<file path="src/rtl/sltbc_fifo.sv">
// ----------------------------------------------------------------------------
// sltbc_fifo
// Two-entry queue between the front decode and the back copy engine.
// ----------------------------------------------------------------------------
module sltbc_fifo #(
  parameter int EW = 8
) (
  input  logic          clk,
  input  logic          rst_n,
  input  logic          push,
  input  logic [EW-1:0] din,
  output logic          full,
  input  logic          pop,
  output logic [EW-1:0] dout,
  output logic          empty
);

  logic [EW-1:0] slot_r [2];
  logic          wptr_r;
  logic          rptr_r;
  logic [1:0]    cnt_r;

  assign full  = (cnt_r == 2'd2);
  assign empty = (cnt_r == 2'd0);
  assign dout  = slot_r[rptr_r];

  // pointers and fill count
  always_ff @(posedge clk) begin
    if (!rst_n) begin
      wptr_r <= 1'b0;
      rptr_r <= 1'b0;
      cnt_r  <= 2'd0;
    end else begin
      if (push && !full) begin
        wptr_r <= ~wptr_r;
      end
      if (pop && !empty) begin
        rptr_r <= ~rptr_r;
      end
      case ({push && !full, pop && !empty})
        2'b10:   cnt_r <= cnt_r + 2'd1;
        2'b01:   cnt_r <= cnt_r - 2'd1;
        default: cnt_r <= cnt_r;
      endcase
    end
  end

  // storage
  always_ff @(posedge clk) begin
    if (push && !full) begin
      slot_r[wptr_r] <= din;
    end
  end

endmodule

</file>
<file path="config.mk">
export PLATFORM = sky130hd
export DESIGN_NAME = sltbc_fifo
export DESIGN_NICKNAME = d
export VERILOG_FILES = /design/src/rtl/sltbc_fifo.sv
export SDC_FILE = /design/constraint.sdc
export NUM_CORES = 1
export LEC_CHECK = 0
export ABC_AREA = 1
export BUFFER_PORTS_ARGS = -buffer_cell sky130_fd_sc_hd__buf_2
export CORE_MARGIN = 4
export CORE_UTILIZATION = 44
export DETAILED_ROUTE_END_ITERATION = 8
export GPL_TIMING_DRIVEN = 0
export HOLD_SLACK_MARGIN = 0.06
export MAX_ROUTING_LAYER = met4
export PLACE_DENSITY_LB_ADDON = 0.3
export SKIP_CTS_REPAIR_TIMING = 1
export SYNTH_ARGS = -nofsm -noshare
export SYNTH_HDL_FRONTEND = slang
export SYNTH_SLANG_ARGS = --single-unit
</file>
<file path="constraint.sdc">
create_clock -name clk -period 1.56 [get_ports clk]
set_clock_uncertainty 0.2 [all_clocks]
set_input_delay 0.234 -clock clk [delete_from_list [all_inputs] [get_ports clk]]
set_output_delay 0.234 -clock clk [all_outputs]
set_load 0.1 [all_outputs]
</file>
==> metrics.md <==
| Metric | Value |
|---|---|
| Post-synth top area cell | edfxtp_1 |
| Input/output buffers | 21 |
| CP endpoint | dout[2] |
| Core Util, Final | 77.52% |
| Setup total negative slack | -1174 ps |
| Worst EP arrival | 1280 ps |
| Die Footprint | 2671 um^2 |
| GRT Util Overall | 11.01% |
| Initial antenna violation count | 0 |
| Share of cells above drive strength 1 | 53.40% |
| Syn Nets | 78 |
| # diodes | 0 |
| Initial Utilization | 47.59% |
| Cts bufs inserted | 3 |
| Post-DR vias/cell | 4.602 |
| Largest net degree at the start of global routing | 13 |
| First-pass GRT wire length | 2.049 mm |
| Area occupied by multi-input gates | 291.5 um^2 |
| Power Density | 1641 nW/um^2 |
| CP startpoint kind | flop |
| Fin. Hold Viols | 0 |
| Chip Width | 51.68 um |
| Final wirelength | 1.723 mm |
| Synth top area cells | edfxtp_1 57%, dfxtp_1 12%, mux2_2 11% |
| Seq/Total Area, Yosys | 69.15% |
| Maximum count of clock buffers along a single path | 2 |
| Max-slew violations | 0 |
| Routed len/inst | 13.46 um |
| Max-cap viol count | 0 |
| Final setup viols | 9 |
| Ys Warns | 0 |
| Reg-to-Reg End | cnt_r[1] |
| Register-to-Register Path Depth | 11 |
| Row count | 15 |
| Total core area | 1764 um^2 |
| Syn-to-layout area delta | 62.89% |
| Crit path time final | 1714 ps |
| R2R Setup Slk | -10 ps |
| First-pass DRT Iterations | 4 |
| Setup ws final | -153.7 ps |
| Mapped Cells | 65 |
| Most common cell after layout, fill and taps aside | edfxtp_1 |
| Crit path max fanout | 8 |
| Mean Syn Cell Area | 12.92 um^2 |
| FF-to-FF Start | cnt_r[1] |
| Drt drc | 0 |
| Seq cells post-synth | 21 |
| FILL cells | 130 |
| VDD IR max | 0.0009849 V |
| Library cells used by synthesis | 16 |
| Io pins | 22 |
| DR vias | 589 |
| Clock Tree Root | clkbuf_4 |
| Most frequent cells in the layout | 16 x edfxtp_1, 11 x buf_2, 10 x dlygate4sd3_1 |
| Worst Max-Slew Pin Slew | 248.9 ps |
| Vias in the first global route | 528 |
| Status | complete, but fails checks |
| Worst Setup End Kind | output pin |
| Clock sinks | 21 |
| Layout net count | 117 |
| Final antenna-violating net count | 0 |
| Top cell type's share of synthesized area | 57.23% |
| TritonCTS clock tree | built |
| Routability Congestion | 0.6494 |
| Lkg Pwr | 0.5716 nW |
| Reg clk slew, reported paths | 110 ps |
| Violated checks | negative setup slack |
| Slew Limit Headroom | 83.37% |
| Required time of the worst setup path | 1130 ps |
| Initial DRC Count | 12 |
| Clock Latency Late Sink | 300 ps |
| Post-DP HPWL | 986.2 um |
| Congestion Overflow GR | 0 |
| Setup WS pre-CTS | -271.0 ps |
| Register area | 586.8 um^2 |
| Die height | 51.68 um |
| Htree depth | 1 |
| Mapped Area | 839.6 um^2 |
| Final period util | 109.9% |
| Worst hold path type | in2reg |
| RSZ-0062 raised after global routing | true |
| CP Class | reg2out |
| F_max | 583.5 MHz |
[worst min path at each step]
stage               slack, ps  startpoint  cells after the start      endpoint
floorplan                 130      din[0]                      0  slot_r[0][0]
global placement          220      din[4]                      1  slot_r[0][4]
detailed placement        230      din[6]                      1  slot_r[1][6]
CTS                       -90      din[5]                      1  slot_r[0][5]
global route              150        push                      5        wptr_r
finish                    140        push                      5        wptr_r
[power breakdown]
part	leakage, nW	internal (W)	switching (W)
Combinational	0.362	0.000483	0.000773
Sequential	0.192	0.000693	0.0000440
Clock	0.0177	0.0000954	0.000156
Total	0.572	0.00127	0.000973
[cells in the mapped netlist (all sizes together)]
library cell / count
edfxtp: 16
nor2: 13
inv: 9
mux2: 8
nand2: 8
dfxtp: 5
a21oi: 1
buf: 1
ha: 1
nand3: 1
nand4: 1
o21ai: 1
[layout make-up]
cell class,instances,share of cell area (%)
plain buffers,1,1.098
clock buffers,3,1.647
clock inverters,1,0.3660
flip-flops and latches,21,42.91
well taps,25,2.287
multi-input cells,34,21.32
inverters,9,2.836
repair buffers,34,27.54
[metrics by stage]
stage	std cells	instance area (um^2)	hold WS, ps	total power, W
finish	128	1368	137.2	0.002245
global placement	111	982.2	221.9	0.001559
detailed placement	111	982.2	226.1	0.001577
global route	128	1368	150.2	0.002339
CTS	115	1010	-86.76	0.001821
floorplan	65	845.8	132.9	0.001464
[logic make-up after synthesis]
| group | after synthesis | synth area share (%) |
|---|---|---|
| mux | 8 | 10.73 |
| compound gates | 2 | 1.191 |
| flops | 21 | 69.15 |
| fa+ha+maj | 1 | 1.490 |
| buf+inv | 10 | 4.620 |
| simple gates | 23 | 12.82 |
[registers in the layout (all words and copies together) (netlist names), named ones only]
signal / cells
wptr_r: 1
rptr_r: 1
cnt_r: 2
slot_r: 16
[worst max-delay path: stages (launching register included)]
cell     delay [ps]
dfxtp_2         350
buf_8           140
mux2_4          330
buf_12          170
[per-layer routing]
metal  part of all wire, %  up-vias  GRT usage (%)
met2                    61       13          21.19
met5                     0        -              -
met3                   4.0        2          3.725
li1                      -      295              -
met1                    34      279          9.276
met4                  0.70        0          5.240
No activity file was read; power rests on OpenSTA's default activity.
