[config.mk]
export PLATFORM = sky130hd
export DESIGN_NAME = sltbc_front
export DESIGN_NICKNAME = d
export VERILOG_FILES = /design/src/rtl/sltbc_pkg.sv /design/src/rtl/sltbc_front.sv
export SDC_FILE = /design/constraint.sdc
export NUM_CORES = 1
export LEC_CHECK = 0
export ABC_AREA = 0
export BUFFER_PORTS_ARGS = -buffer_cell sky130_fd_sc_hd__clkbuf_2
export CAP_MARGIN = 20
export CORE_MARGIN = 2
export CORE_UTILIZATION = 47
export CTS_BUF_LIST = sky130_fd_sc_hd__clkbuf_4
export CTS_CLUSTER_DIAMETER = 200
export DETAILED_ROUTE_END_ITERATION = 10
export PLACE_DENSITY = 0.81
export SETUP_SLACK_MARGIN = 0.5
export SYNTH_ARGS = -nofsm -noshare
export SYNTH_HDL_FRONTEND = slang
export SYNTH_SLANG_ARGS = --single-unit
[constraint.sdc]
create_clock -name clk -period 2.1 [get_ports clk]
set_input_delay 0.21 -clock clk [delete_from_list [all_inputs] [get_ports clk]]
set_output_delay 0.21 -clock clk [all_outputs]
set_load 0.05 [all_outputs]
[src/rtl/sltbc_pkg.sv]
// ----------------------------------------------------------------------------
// sltbc_pkg
// Shared widths and status types for the single-line table block cache.
// ----------------------------------------------------------------------------
package sltbc_pkg;

  // entry data width
  localparam int DATA_W = 32;
  // page field width at the ports
  localparam int PAGE_IN_W = 20;
  // block number width at the result ports
  localparam int OUT_BLK_W = 10;

  // status from the back part to the top level
  typedef struct packed {
    logic clearing;
  } back_stat_t;

endpackage

[src/rtl/sltbc_front.sv]
// ----------------------------------------------------------------------------
// sltbc_front
// Accepts a request word and splits its page into block and offset with a
// reciprocal multiply and a remainder step, then queues the decoded word for
// the back part.
// ----------------------------------------------------------------------------
module sltbc_front #(
  parameter int PAGE_BITS    = 20,
  parameter int LINE_ENTRIES = 1024,
  localparam int LAW = $clog2(LINE_ENTRIES),
  localparam int NUM_BLK = ((1 << PAGE_BITS) + LINE_ENTRIES - 1) / LINE_ENTRIES,
  localparam int BW = (NUM_BLK > 1) ? $clog2(NUM_BLK) : 1,
  localparam int EW = 2 + BW + LAW + sltbc_pkg::DATA_W
) (
  input  logic                            clk,
  input  logic                            rst_n,
  input  logic                            take,
  input  logic                            opcode,
  input  logic                            table_sel,
  input  logic [sltbc_pkg::PAGE_IN_W-1:0] page,
  input  logic [sltbc_pkg::DATA_W-1:0]    value,
  output logic                            busy,
  output logic                            push,
  output logic [EW-1:0]                   entry,
  input  logic                            full
);

  // quotient by multiply: exact for every page below 2^PAGE_BITS
  localparam int     SH      = PAGE_BITS + LAW;
  localparam int     MW      = PAGE_BITS + 1;
  localparam int     PW      = PAGE_BITS + MW;
  localparam longint RECIP   = ((longint'(1) << SH) + longint'(LINE_ENTRIES) - 1) /
                               longint'(LINE_ENTRIES);
  localparam logic [MW-1:0] RECIP_M = MW'(RECIP);

  typedef enum logic [1:0] {F_IDLE, F_DIV, F_REM, F_PUSH} fstate_t;

  fstate_t                       state_r;
  logic                          op_r;
  logic                          t_r;
  logic [sltbc_pkg::DATA_W-1:0]  val_r;
  logic [PAGE_BITS-1:0]          page_r;
  logic [BW-1:0]                 q_r;
  logic [LAW-1:0]                rem_r;
  logic [31:0]                   page_ext;
  logic [PW-1:0]                 prod;
  logic [PW-1:0]                 quo;
  logic [PAGE_BITS-1:0]          qmul;
  logic [PAGE_BITS-1:0]          diff;

  assign page_ext = 32'(page);
  assign busy     = (state_r != F_IDLE);
  assign push     = (state_r == F_PUSH) && !full;
  assign entry    = {op_r, t_r, q_r, rem_r, val_r};

  // block number, then offset from the registered block number
  assign prod = PW'(page_r) * PW'(RECIP_M);
  assign quo  = prod >> SH;
  assign qmul = PAGE_BITS'(q_r) * PAGE_BITS'(LINE_ENTRIES);
  assign diff = page_r - qmul;

  // control and payload
  always_ff @(posedge clk) begin
    if (!rst_n) begin
      state_r <= F_IDLE;
    end else begin
      case (state_r)
        F_IDLE: begin
          if (take) begin
            op_r    <= opcode;
            t_r     <= table_sel;
            val_r   <= value;
            page_r  <= page_ext[PAGE_BITS-1:0];
            state_r <= F_DIV;
          end
        end
        F_DIV: begin
          q_r     <= quo[BW-1:0];
          state_r <= F_REM;
        end
        F_REM: begin
          rem_r   <= diff[LAW-1:0];
          state_r <= F_PUSH;
        end
        F_PUSH: begin
          if (!full) begin
            state_r <= F_IDLE;
          end
        end
        default: state_r <= F_IDLE;
      endcase
    end
  end

endmodule

==> results.cfg, run 1 <==
[routing]
vias = 1544
ant_nets = 0
routedWlPerCell_um = 15.1
drc = 0
first_iter_violations = 91
drt_first_pass_iters = 4
wirelength_mm = 5.25
post_drt_via_cell_ratio = 4.44

[clocking]
clock_sinks = 76
clkTransAtPathRegs_ns = 0.10
clock_latency_ns = 0.40
cts.path.max_buffers = 2
post-cts-setup-buffers = 0
cts_tree = done
root_buffer = clkbuf_4
cts_buffers = 9
htree_levels = 3

[global_route]
grt_pass1_wl_mm = 7.64
track_usage_pct = 19.8
grt_start_max_net_pins = 32
overflow = 0
antenna_found_initial = 0
grt_pass1_vias = 1640

[timing]
fin_skew_ns = 0.00766
fmax_ghz = 0.655
drv_slew = 0
fin_crit_ns = 1.53
timing.final.crit_share_pct = 72.7
rsz0062_at_grt = yes
slew_headroom_pct = 72.3
timing.hold.ws_ns = 0.109
tightest_slew_ns = 0.415
finalHoldViolCount = 0
finalSetupTns_ns = 0
setup_viol = 0

[pwr]
combPwrFrac_pct = 28.6
switching_share_pct = 34.5
p_seq_share_pct = 53.8
p_int_mw = 2.44
p_per_area_nw_per_um2 = 1000
power.leakage_nw = 1.55
power.share.clock_pct = 17.6
p_sw_mw = 1.29
irDropWorstVdd_mv = 0.673

[critical_path]
end_kind = primary output
r2r_end = page_r[2]
worst-setup-path-type = reg -> out
critPathLaunchType = flip-flop
r2r_start = state_r[0]
worst-path-max-fanout = 4
cp.required_ns = 1.89
r2r_cells = 4
arrival_ns = 1.32
r2r_slack_ns = 0.64

[floorplanning]
die_area_sq_um = 5760
pin_count = 114
die_w_um = 75.9
rows = 26
core_sq_um = 5040
initial_core_util_pct = 48.2
dieHeight_um = 75.9

[layout]
layout_common_cells = 111 x clkbuf_2, 74 x edfxtp_1, 54 x dlygate4sd3_1, 9 x clkbuf_4, 5 x ha_1
finalInstanceArea_sq_um = 3730
final_nets = 338
syn2layout_area_growth_pct = 53.6
fillers = 290
antennaDiodeCount = 0
layout_commonest_cell = clkbuf_2
drive_above_1_share_pct = 47.1

[synthesis]
yosysSeqAreaShare_pct = 93.1
yosys_warnings = 0
synth_area_leaders = edfxtp_1 91%, ha_1 2.6%, dfxtp_1 1.6%
synth_top_area_cell = edfxtp_1
yosys.area.top_type_share_pct = 91.5
synthCells = 97
synth_nets = 160
avgSynthCellArea_sq_um = 25.0
ys_types = 13
syn_area_sq_um = 2430
synth_seq_cells = 76

[hold_path]
whs_path_depth = 3
min-delay-start = rst_n
worstHoldEndpoint = state_r[0]
worst_hold_path_type = in -> reg

[placed_design]
place.gp.congestion = 0.747
placedInstanceArea_sq_um = 3090
dpl.hpwl_mm = 2.98
portBuffers = 113

[outcome]
status = complete, no violations

[job]
drv_cap = 0
==> registers in the layout, indices dropped and copies added, names as in the netlist <==
register  flops
val_r        32
page_r       20
q_r          10
rem_r        10
state_r       2
op_r          1
t_r           1
==> synthesized netlist by cell type <==
library cell,count
and2_1,2
nor2b_1,1
o21ai_0,1
and3_2,1
a2bb2oi_2,1
mux2i_1,2
edfxtp_1,74
buf_4,2
inv_2,1
inv_1,2
ha_1,5
dfxtp_1,2
nand2_1,3
==> cell type report <==
| type | instances | area, sq um | share of cell area [%] |
|---|---|---|---|
| Clock inverter | 5 | 21.3 | 0.570 |
| Timing Repair Buffer | 169 | 1130 | 30.4 |
| Sequential cell | 76 | 2260 | 60.7 |
| Tap cell | 70 | 87.6 | 2.35 |
| Clock buffer | 9 | 67.6 | 1.81 |
| Inverter | 3 | 11.3 | 0.302 |
| Multi-Input combinational cell | 16 | 144 | 3.86 |
==> power by group through the flow <==
stage / Combinational [mW] / Clock, mW / Sequential (mW)
after global routing: 1.13 / 0.741 / 2.03
after detailed placement: 0.957 / 0 / 2.03
after floorplan: 0.279 / 0 / 2.46
after global placement: 0.947 / 0 / 2.03
final: 1.07 / 0.657 / 2.01
after CTS: 1.04 / 0.660 / 2.00
==> stage by stage <==
step | power (mW) | cells | util (%) | setup slack [ns]
finish | 3.73 | 348 | 74.0 | 0.574
global route | 3.90 | 348 | 74.0 | 0.493
CTS | 3.70 | 348 | 73.8 | 0.462
detailed placement | 2.99 | 280 | 61.2 | 0.580
global placement | 2.97 | 280 | 61.2 | 0.621
floorplan | 2.74 | 97 | - | 0.604
==> timing repair <==
action	in CTS	in global routing
hold buffers	54	0
resized for setup	2	6
hold endpoints to repair	54	0
endpoints found under the setup margin	2	33
==> worst max-delay path by stage <==
stage	start	to	slack, ns	depth (start not counted)
2_1_floorplan	state_r[0]	op_r	0.60	3
3_3_place_gp	state_r[0]	op_r	0.62	4
3_5_place_dp	state_r[0]	op_r	0.58	4
4_1_cts	state_r[0]	busy	0.46	4
5_1_grt	state_r[0]	busy	0.49	4
6_report	state_r[0]	busy	0.57	4
==> cells by family after synthesis <==
| kind of cell | Yosys count | synth area share [%] |
|---|---|---|
| buffers and inverters | 5 | 1.08 |
| flip-flops | 76 | 93.1 |
| AND/OR/NAND/NOR | 7 | 1.55 |
| multiplexers | 2 | 0.824 |
| adder cells (fa/ha/maj) | 5 | 2.58 |
| AO/OA/AOI/OAI | 2 | 0.824 |
==> routing by layer <==
metal  vias to the layer above  GRT usage (%)  part of all wire, %
met1                       715           22.7                   38
met2                        89           30.8                   50
li1                        729              -                    -
met4                         0           11.5                  2.3
met3                        11           8.86                  9.9
met5                         -              0                    0
==> worst max-delay path, stage by stage, from the launching register on <==
cell,delay [ns]
dfxtp_2,0.37
inv_1,0.08
ha_1,0.23
inv_2,0.09
buf_6,0.16
Note: power is estimated with default switching activity, not from simulation.
==> run 2, diff against run 1 <==
- ABC_AREA: 0 -> 1
- CORE_UTILIZATION: 47 -> 43
- PLACE_DENSITY: 0.81 -> 0.78
- clock period: 2.1 -> 1.2 ns (I/O delays scaled with it)
==> run 2 against run 1 <==
Net effect:
- the run now ends with negative setup slack left
- sequential share of layout area decreased by 14 points
- via count increased by 13%
- first-iteration DRC count increased by 34%
- core utilization increased by 14 points
- critical path depth increased by 1
- design area increased by 30%
- critical endpoint unchanged
==> results.cfg, run 2 <==
[synthesis]
synth_flop_cell = edfxtp_1
synth_compound_area_share_pct = 0.410
synth_top_area_cell = edfxtp_1
synth_area_leaders = edfxtp_1 91%, ha_1 2.6%, dfxtp_1 1.6%
yosysMostFrequentCell = edfxtp_1
synth_nets = 170
yosys_warnings = 0
synth_edf_count = 74
avgSynthCellArea_sq_um = 22.8
syn_area_sq_um = 2440
yosysSeqAreaShare_pct = 92.7
synth_simple_gate_area_share_pct = 2.46
yosys.area.top_type_share_pct = 91.1
synth_xor_area_share_pct = 0
synthCells = 107
synthAdderAreaFrac_pct = 2.56
async_flop_share_pct = 0
synth_seq_cells = 76
synth_top_family_by_area = adder cells
ys_types = 10
netlist_top_cells_count = 74 x edfxtp_1, 8 x inv_1, 5 x ha_1, 5 x nand2_1, 5 x nor2_1
synth.mux.area_fraction_pct = 0

[clocking]
cts.path.max_buffers = 2
cts_tree = done
clock_sinks = 76
root_buffer = clkbuf_4
cts_buffers = 9
clkTransAtPathRegs_ns = 0.12
htree_levels = 3
clock_latency_ns = 0.42

[floorplanning]
die_w_um = 79.3
pin_count = 114
initial_core_util_pct = 44.3
die_area_sq_um = 6290
rows = 27
dieHeight_um = 79.3
core_sq_um = 5510

[pwr]
power.leakage_nw = 1.96
power_mw = 8.68
irDropWorstVdd_mv = 1.12
p_per_area_nw_per_um2 = 1790

[critical_path]
end_kind = primary output
path_cells = inv_2 > ha_4 > buf_6 > inv_4 > clkbuf_16
slowest_delay_ns = 0.38
worst-path-max-fanout = 2
worst-setup-path-type = reg -> out
cp.required_ns = 1.08
arrival_ns = 1.31
r2r_slack_ns = -0.22
critPathLaunchType = flip-flop
slowest_stage = dfxtp_2

[outcome]
status = finished with violations
violations = negative setup slack

[routing]
ant_nets = 0
first_iter_violations = 122
drt_first_pass_iters = 5
wirelength_mm = 7.27
vias = 1750
drc = 0
post_drt_via_cell_ratio = 4.52
routedWlPerCell_um = 18.8

[timing]
fmax_ghz = 0.700
timing.final.crit_share_pct = 119
fin_skew_ns = 0.0162
setup_slack_ns = -0.229
slew_headroom_pct = 85.3
fin_crit_ns = 1.43
drv_slew = 0
setup_viol = 73
rsz0062_at_grt = yes
tightest_slew_ns = 0.221
finalHoldViolCount = 0

[layout]
reg_top3 = val_r x32, page_r x20
final_nets = 373
ff_latch_area_sq_um = 2260
multi_input_area_sq_um = 235
largest_register_ff_count = 32
layout_commonest_cell = edfxtp_1
antennaDiodeCount = 0
top_register = val_r
fillers = 222
finalInstanceArea_sq_um = 4840
drive_above_1_share_pct = 56.2
syn2layout_area_growth_pct = 98.5
layout_common_cells = 74 x edfxtp_1, 57 x clkbuf_2, 55 x buf_8, 54 x dlygate4sd3_1, 11 x buf_6

[job]
drv_cap = 0

[placed_design]
portBuffers = 113
placedInstanceArea_sq_um = 3190
place.gp.congestion = 0.729
dpl.hpwl_mm = 3.17

[global_route]
grt_pass1_wl_mm = 10.2
overflow = 0
grt_start_max_net_pins = 14
antenna_found_initial = 0
grt_pass1_vias = 1945
track_usage_pct = 23.5

[hold_path]
worst_hold_path_type = in -> reg
## run 2: changes by cell type in the layout (fill, tap and decap cells not counted), moves of 5 or more
cell      before  now
clkbuf_2     111   57
buf_6          2   11
buf_16         0    6
ha_4           0    5
ha_1           5    0
buf_8          0   55
## run 2: repair_timing
item                       CTS  global route
gates resized for setup    146            59
gates cloned                 8             0
setup endpoints to repair  132           132
hold buffers                54             0
pin swaps                    5             5
hold endpoints to repair    54             0
buffers inserted            11             1
## run 2: layout make-up
cell class	instances	share of cell area, %
sequential	76	46.8
timing repair buffer	192	42.6
multi-input combinational	21	4.86
tap	72	1.86
clock buffer	9	1.39
clock inverter	7	1.39
inverter	8	0.827
timing repair inverter	2	0.310
## run 2: kinds of logic (layout without fill, tap and decap cells)
logic type | count (synthesis) | after routing
and+or+nand+nor | 14 | 14
DFF | 76 | 76
AOI/OAI and AO/OA | 2 | 2
adders and majority gates | 5 | 5
buffers and inverters | 10 | 218
## run 2: stage by stage
stage | setup slack, ns | setup TNS (ns) | hold slack, ns | instances | utilization, %
finish | -0.229 | -11.82 | 0.0740 | 387 | 88.0
CTS | -0.222 | -8.51 | 0.0262 | 386 | 86.4
global route | -0.274 | -14.41 | 0.0656 | 387 | 88.0
global placement | -0.0448 | -2.08 | 0.297 | 297 | 57.9
detailed placement | -0.0703 | -3.18 | 0.299 | 297 | 57.9
floorplan | -0.627 | -33.84 | 0.219 | 107 | -
## run 2: path summary, 6_finish.rpt
| path | startpoint | endpoint | cells past startpoint |
|---|---|---|---|
| max | state_r[1] | busy | 5 |
| max reg2reg | state_r[1] | val_r[14] | 7 |
| min | rst_n | state_r[0] | 3 |
| min reg2reg | page_r[2] | rem_r[2] | 0 |
## run 2: critical path, delay by kind of cell, from the launching register on
family | cells | cell delay, ns
DFF | 1 | 0.38
adders and majority gates | 1 | 0.16
buffers and inverters | 4 | 0.38
## run 2: power breakdown
group          switching (mW)  internal [mW]  total, mW
sequential              0.223           3.40       3.62
clock                   0.923          0.625       1.55
combinational            1.83           1.68       3.51
## run 2: per-layer routing
metal	vias to the layer above	wire length, um	track usage [%]	share of wire [%]
li1	806	-	-	-
met1	828	2320	23.0	32
met2	104	4250	45.1	58
met3	12	492	6.02	6.8
met4	0	207	11.4	2.8
met5	-	0	0	0
